## src/rtl/bsp_pkg.sv

```systemverilog
// Shared types, constants and a saturating helper function for the box support point block.
package bsp_pkg;

    // Configuration register indexes
    typedef enum logic [2:0] {
        CFG_MIN_X = 3'd0,
        CFG_MIN_Y = 3'd1,
        CFG_MIN_Z = 3'd2,
        CFG_MAX_X = 3'd3,
        CFG_MAX_Y = 3'd4,
        CFG_MAX_Z = 3'd5
    } cfg_reg_t;

    // Operation issued to the shared multiplier
    typedef enum logic [2:0] {
        MUL_NONE = 3'd0,
        MUL_Q    = 3'd1,
        MUL_ROT  = 3'd2,
        MUL_DOT  = 3'd3,
        MUL_SQ   = 3'd4,
        MUL_NUM  = 3'd5
    } mul_op_t;

    // Sequence lengths
    localparam int Q_PRODUCTS = 10;
    localparam int SQRT_STEPS = 32;
    localparam int DIV_STEPS  = 34;

    // Quaternion component pairs: ww xx yy zz xy wz xz wy yz wx (w=0 x=1 y=2 z=3)
    localparam logic [1:0] QA [Q_PRODUCTS] = '{2'd0, 2'd1, 2'd2, 2'd3, 2'd1,
                                               2'd0, 2'd1, 2'd0, 2'd2, 2'd0};
    localparam logic [1:0] QB [Q_PRODUCTS] = '{2'd0, 2'd1, 2'd2, 2'd3, 2'd2,
                                               2'd3, 2'd3, 2'd2, 2'd3, 2'd1};

    // Corner order; bit j set selects the maximum on axis j
    localparam logic [2:0] CORNER_SEL [8] = '{3'b000, 3'b001, 3'b010, 3'b100,
                                              3'b111, 3'b110, 3'b101, 3'b011};

    // One query word
    typedef struct packed {
        logic signed [31:0] dir_x;
        logic signed [31:0] dir_y;
        logic signed [31:0] dir_z;
        logic signed [31:0] pos_x;
        logic signed [31:0] pos_y;
        logic signed [31:0] pos_z;
        logic signed [15:0] quat_w;
        logic signed [15:0] quat_x;
        logic signed [15:0] quat_y;
        logic signed [15:0] quat_z;
        logic signed [31:0] bias;
    } query_t;

    // One result word
    typedef struct packed {
        logic signed [31:0] point_x;
        logic signed [31:0] point_y;
        logic signed [31:0] point_z;
    } point_t;

    // Commands from the controller to the datapath
    typedef struct packed {
        logic       load;
        mul_op_t    mul;
        logic [3:0] k;
        logic [1:0] i;
        logic [1:0] j;
        logic [2:0] corner;
        logic       comb;
        logic       shift;
        logic       sqrt_step;
        logic [4:0] sqrt_k;
        logic       div_step;
        logic       apply;
        logic       emit;
    } bsp_cmd_t;

    // Status from the datapath to the controller
    typedef struct packed {
        logic zero_dir;
        logic norm_ok;
    } bsp_status_t;

    // Saturate a wide signed value to the 32-bit signed range
    function automatic logic signed [31:0] sat32(input logic signed [47:0] a);
        logic signed [47:0] hi_lim;
        logic signed [47:0] lo_lim;
        hi_lim = 48'sh0000_7FFF_FFFF;
        lo_lim = -48'sh0000_8000_0000;
        if (a > hi_lim)
        begin
            return 32'sh7FFF_FFFF;
        end
        else if (a < lo_lim)
        begin
            return -32'sh8000_0000;
        end
        return a[31:0];
    endfunction

endpackage

```

## src/rtl/bsp_ctrl.sv

```systemverilog
// Sequencing state machine of the box support point block.
module bsp_ctrl
    import bsp_pkg::*;
(
    input  logic        clk,
    input  logic        rst_n,
    input  logic        in_valid,
    output logic        in_ready,
    output logic        out_valid,
    input  logic        out_ready,
    input  bsp_status_t status,
    output bsp_cmd_t    cmd
);

    typedef enum logic [3:0] {
        S_IDLE, S_QUAT, S_COMB, S_ROT, S_DOT, S_SHIFT, S_SQ,
        S_SQRT, S_NUM, S_DIV, S_APPLY, S_FINISH
    } state_t;

    state_t     state_reg, state_next;
    logic [5:0] cnt_reg, cnt_next;
    logic [1:0] i_reg, i_next;
    logic [1:0] j_reg, j_next;
    logic [2:0] corner_reg, corner_next;
    logic       out_valid_reg, out_valid_next;

    assign in_ready  = (state_reg == S_IDLE);
    assign out_valid = out_valid_reg;

    // Next state and command decode
    always_comb
    begin
        state_next     = state_reg;
        cnt_next       = cnt_reg;
        i_next         = i_reg;
        j_next         = j_reg;
        corner_next    = corner_reg;
        out_valid_next = out_valid_reg && !out_ready;
        cmd            = '0;
        cmd.mul        = MUL_NONE;
        cmd.i          = i_reg;
        cmd.j          = j_reg;
        cmd.corner     = corner_reg;
        cmd.k          = cnt_reg[3:0];
        unique case (state_reg)
            S_IDLE:
            begin
                if (in_valid)
                begin
                    cmd.load   = 1'b1;
                    cnt_next   = '0;
                    state_next = S_QUAT;
                end
            end
            S_QUAT:
            begin
                cmd.mul = MUL_Q;
                if (cnt_reg == 6'(Q_PRODUCTS - 1))
                begin
                    cnt_next   = '0;
                    state_next = S_COMB;
                end
                else
                begin
                    cnt_next = cnt_reg + 6'd1;
                end
            end
            S_COMB:
            begin
                // With the count at zero, waits for the last product to land
                if (cnt_reg == 6'd0)
                begin
                    cnt_next = 6'd1;
                end
                else
                begin
                    cmd.comb    = 1'b1;
                    i_next      = '0;
                    j_next      = '0;
                    corner_next = '0;
                    state_next  = S_ROT;
                end
            end
            S_ROT:
            begin
                cmd.mul = MUL_ROT;
                if (j_reg == 2'd2)
                begin
                    j_next = '0;
                    if (i_reg == 2'd2)
                    begin
                        i_next     = '0;
                        state_next = S_DOT;
                    end
                    else
                    begin
                        i_next = i_reg + 2'd1;
                    end
                end
                else
                begin
                    j_next = j_reg + 2'd1;
                end
            end
            S_DOT:
            begin
                cmd.mul = MUL_DOT;
                if (i_reg == 2'd2)
                begin
                    i_next = '0;
                    if (corner_reg == 3'd7)
                    begin
                        state_next = S_SHIFT;
                    end
                    else
                    begin
                        corner_next = corner_reg + 3'd1;
                        state_next  = S_ROT;
                    end
                end
                else
                begin
                    i_next = i_reg + 2'd1;
                end
            end
            S_SHIFT:
            begin
                if (status.zero_dir)
                begin
                    state_next = S_FINISH;
                end
                else if (status.norm_ok)
                begin
                    i_next     = '0;
                    state_next = S_SQ;
                end
                else
                begin
                    cmd.shift = 1'b1;
                end
            end
            S_SQ:
            begin
                cmd.mul = MUL_SQ;
                if (i_reg == 2'd2)
                begin
                    i_next     = '0;
                    cnt_next   = '0;
                    state_next = S_SQRT;
                end
                else
                begin
                    i_next = i_reg + 2'd1;
                end
            end
            S_SQRT:
            begin
                cmd.sqrt_k = 5'(6'(SQRT_STEPS) - cnt_reg);
                if (cnt_reg != 6'd0)
                begin
                    cmd.sqrt_step = 1'b1;
                end
                if (cnt_reg == 6'(SQRT_STEPS))
                begin
                    state_next = S_NUM;
                end
                cnt_next = cnt_reg + 6'd1;
            end
            S_NUM:
            begin
                cmd.mul    = MUL_NUM;
                cnt_next   = '0;
                state_next = S_DIV;
            end
            S_DIV:
            begin
                if (cnt_reg != 6'd0)
                begin
                    cmd.div_step = 1'b1;
                end
                if (cnt_reg == 6'(DIV_STEPS))
                begin
                    state_next = S_APPLY;
                end
                cnt_next = cnt_reg + 6'd1;
            end
            S_APPLY:
            begin
                cmd.apply = 1'b1;
                if (i_reg == 2'd2)
                begin
                    i_next     = '0;
                    state_next = S_FINISH;
                end
                else
                begin
                    i_next     = i_reg + 2'd1;
                    state_next = S_NUM;
                end
            end
            S_FINISH:
            begin
                if (!out_valid_reg || out_ready)
                begin
                    cmd.emit       = 1'b1;
                    out_valid_next = 1'b1;
                    state_next     = S_IDLE;
                end
            end
            default:
            begin
                state_next = S_IDLE;
            end
        endcase
    end

    // State and registered outputs
    always_ff @(posedge clk or negedge rst_n)
    begin
        if (!rst_n)
        begin
            state_reg     <= S_IDLE;
            cnt_reg       <= '0;
            i_reg         <= '0;
            j_reg         <= '0;
            corner_reg    <= '0;
            out_valid_reg <= 1'b0;
        end
        else
        begin
            state_reg     <= state_next;
            cnt_reg       <= cnt_next;
            i_reg         <= i_next;
            j_reg         <= j_next;
            corner_reg    <= corner_next;
            out_valid_reg <= out_valid_next;
        end
    end

endmodule

```

## config.mk

```make
export PLATFORM = sky130hd
export DESIGN_NAME = bsp_ctrl
export DESIGN_NICKNAME = d
export VERILOG_FILES = /design/src/rtl/bsp_pkg.sv /design/src/rtl/bsp_ctrl.sv
export SDC_FILE = /design/constraint.sdc
export NUM_CORES = 1
export LEC_CHECK = 0
export BUFFER_PORTS_ARGS = -buffer_cell sky130_fd_sc_hd__buf_4
export CAP_MARGIN = 20
export CORE_UTILIZATION = 46
export DETAILED_ROUTE_END_ITERATION = 12
export GPL_TIMING_DRIVEN = 0
export PLACE_DENSITY = 0.81
export SLEW_MARGIN = 40
export SYNTH_ARGS = -nofsm -noshare
export SYNTH_HDL_FRONTEND = slang
export SYNTH_SLANG_ARGS = --single-unit
```

## constraint.sdc

```tcl
create_clock -name clk -period 4 [get_ports clk]
set_input_delay 0.4 -clock clk [delete_from_list [all_inputs] [get_ports clk]]
set_output_delay 0.4 -clock clk [all_outputs]
set_load 0.01 [all_outputs]
```

==> run_results.csv <==
group,metric,value,unit
cts,num_cts_buffers,3,
critical_path,crit_arrival,2820,ps
logic_synthesis,synth_fa_ha_area_share,5.25,%
cells_and_area,finalNetCount,225,
logic_synthesis,yosys.cell_count.top_type,"sky130_fd_sc_hd__nor2_1",
sta,final-hold-violation-count,0,
sta,final-max-slew-violation-count,0,
cells_and_area,largest_register_ff_count,6,
drt,routed_via_density,5.62,
job,max_cap_viols,0,
logic_synthesis,synth_enable_flop_cells,0,
cts,clk_path_buf_depth,2,
logic_synthesis,leading_post_synthesis_cells_by_cell_area,"sky130_fd_sc_hd__dfrtp_1 31%, sky130_fd_sc_hd__nor2_1 5.5%, sky130_fd_sc_hd__ha_1 5.2%",
drt,drtPass1Iterations,8,
logic_synthesis,synth_simple_gate_area_share,29.4,%
logic_synthesis,synthDominantAreaCellType,"sky130_fd_sc_hd__dfrtp_1",
hold_path,hold_class,"in -> async",
critical_path,setup.worst_path.start_class,"flop",
die,core,2850,µm²
critical_path,cp_max_fo,7,
sta,share_of_the_cycle_needed_by_the_critical_path_after_routing,65.5,%
die,initial_utilization,50.1,%
power,power,1310,µW
critical_path,path_class,"reg -> reg",
logic_synthesis,ys_types,51,
logic_synthesis,postSynthRegisterBits,18,
cts,post_cts.resized_instances,0,
power,max-vdd-ir-drop,0.391,mV
grt,grt-ovfl-total,0,
sta,setup_repair_after_global_routing_missed_its_margin,"false",
placed_design,postPlaceCellArea,1720,µm²
run_status,status,"finished, violations left",
die,chipHeight,57.8,µm
cells_and_area,final_layout_size_suffix_gt1_share,28.9,%
placed_design,gpl.final_weighted_congestion,0.896,
logic_synthesis,netlist.area_leader.share,31.5,%
cells_and_area,n_fill_cell,267,
sta,max_clock_freq,381,MHz
logic_synthesis,synth_top_flop_cell,"sky130_fd_sc_hd__dfrtp_1",
logic_synthesis,ys_top_cells_by_count,"21 x sky130_fd_sc_hd__nor2_1, 18 x sky130_fd_sc_hd__dfrtp_1, 11 x sky130_fd_sc_hd__inv_1, 10 x sky130_fd_sc_hd__nand3_1, 10 x sky130_fd_sc_hd__o21ai_0",
cells_and_area,ant_diodes,0,
cells_and_area,final_design_area_no_fill,1750,µm²
logic_synthesis,netlist_instances,174,
grt,wire_length_of_the_first_global_routing_pass,5450,µm
critical_path,worstPathRequired,4200,ps
sta,worst_clock_skew,11.2,ps
grt,grt_max_degree,19,
die,floorplan.io_pins,34,
sta,layout_min_cycle_time,2620,ps
cells_and_area,area_delta_synth_final,22.3,%
sta,fin_tns_setup,0,ps
logic_synthesis,syn_avg_cell_area,8.22,µm²
run_status,violations_in_the_final_reports,"design-rule violations",
cts,tritoncts_clock_tree,"built",
logic_synthesis,syn-num-nets,186,
power,cellPowerDensity,747,nW/µm²
placed_design,hpwl,2520,µm
drt,antenna_left,0,
cts,cts.clk_slew.worst_paths,100,ps
logic_synthesis,synth_xor_xnor_area_share,3.06,%
logic_synthesis,synth_seq_area_share,31.5,%
grt,number_of_global_route_vias_before_repair,1192,
sta,timing.slew.headroom,66.1,%
die,die_w,57.8,µm
logic_synthesis,mappedNetlistArea,1430,µm²
critical_path,crit_path_end_kind,"flop",
die,die_area,3340,µm²
grt,grt.total_usage,21.2,%
drt,routed_wl,3310,µm
die,floorplan.rows,19,
sta,worst_pin_slew,504,ps
logic_synthesis,synth.mux.area_fraction,4.72,%
logic_synthesis,synth_top_family_by_area,"simple AND/OR/NAND/NOR gates",
drt,detail_routed_net_length_per_standard_cell,13.7,µm
placed_design,placement.io_buffers,33,
cts,ctsHtreeMaxLevel,1,
drt,dr.first_iter.drc_count,47,
power,leakagePower,0.000868,µW
cts,clk_latency,300,ps
drt,num_vias,1361,
cts,cts.sinks,18,
logic_synthesis,ys.warnings.count,0,
drt,drc,4,
sta,setup-violations-final,0,
logic_synthesis,synthesized_area_fraction_occupied_by_ao_oa_aoi_and_oai_cells,17.4,%
grt,grt_antenna_before_repair,0,
logic_synthesis,async_reset_ff_share,100,%
cts,cts.root.buffer_cell,"sky130_fd_sc_hd__clkbuf_4",
## through the flow
step / worst slack, ps / utilization (%) / std cells / hold WS, ps
2_1_floorplan: 1660 / - / 174 / 104
3_3_place_gp: 1450 / 60.2 / 238 / 285
3_5_place_dp: 1420 / 60.2 / 238 / 291
4_1_cts: 1390 / 61.3 / 242 / 503
5_1_grt: 1280 / 61.3 / 242 / 523
6_report: 1380 / 61.3 / 242 / 493
## timing repair
| item | CTS | global route |
|---|---|---|
| setup endpoints to repair | 0 | 0 |
| endpoints found under the hold margin | 18 | 0 |
| setup buffers | 0 | 0 |
| hold buffers | 1 | 0 |
## cells by family (layout without fill, tap and decap cells)
group | after synthesis | in the layout
AO/OA/AOI/OAI | 38 | 38
flip-flops | 18 | 18
adder cells (fa/ha/maj) | 6 | 6
multiplexers | 6 | 6
buffers and inverters | 26 | 63
AND/OR/NAND/NOR | 75 | 75
XOR/XNOR | 5 | 5
## worst max-delay path, stage by stage (launching register included)
cell and delay [ps]:
sky130_fd_sc_hd__dfrtp_1 470, sky130_fd_sc_hd__inv_1 160, sky130_fd_sc_hd__ha_1 230, sky130_fd_sc_hd__or3b_4 400
sky130_fd_sc_hd__nor3_2 240, sky130_fd_sc_hd__or2b_4 230, sky130_fd_sc_hd__inv_2 40, sky130_fd_sc_hd__or3_4 410
sky130_fd_sc_hd__a21o_1 170, sky130_fd_sc_hd__a22o_1 180
## per-layer routing
metal,GRT usage (%),vias to the layer above,share of wire [%]
met5,0,-,0
met4,7.48,0,1.5
met3,3.57,7,6.3
met2,33.7,49,46
met1,29.2,624,46
li1,-,681,-
## layout by cell type (no fill, tap or decap), drive strengths merged, types with 2 or more instances in the layout
master,count
buf,42
nor2,21
dfrtp,18
inv,12
nand3,10
o21ai,10
nand2b,8
nand2,8
clkbuf,8
a21oi,7
mux2,6
ha,6
nor3,6
xor2,4
a31oi,4
and2,4
nor2b,3
nor4b,2
o32ai,2
a22oi,2
o22ai,2
a21o,2
and3,2
nor4,2
a22o,2
## final cells by class
class                           instances  area [µm²]  share of cell area, %
Buffer                                 14        78.8                   4.51
Clock buffer                            3        22.5                   1.29
Inverter                               12        45.0                   2.58
Multi-Input combinational cell        130         856                   48.9
Sequential cell                        18         450                   25.8
Tap cell                               31        38.8                   2.22
Timing Repair Buffer                   34         258                   14.7
## power breakdown
part / internal [µW] / leakage, µW / switching (µW)
Combinational: 428 / 0.000617 / 499
Sequential: 240 / 0.000237 / 51.1
Clock: 35.1 / 0.0000138 / 54.2
Total: 703 / 0.000868 / 604
## worst paths after layout
kind / start / end / slack [ps] / cells past startpoint
min reg2reg: j_reg[1] / j_reg[0] / 530 / 1
max reg2reg: cnt_reg[0] / cnt_reg[5] / 1380 / 9
min: rst_n / cnt_reg[2] / 490 / 2
max in group asynchronous: rst_n / corner_reg[1] / 3290 / 2
min in group clk: j_reg[1] / j_reg[0] / 530 / 1
max: cnt_reg[0] / cnt_reg[5] / 1380 / 9
(Power assumes the default switching activity.)
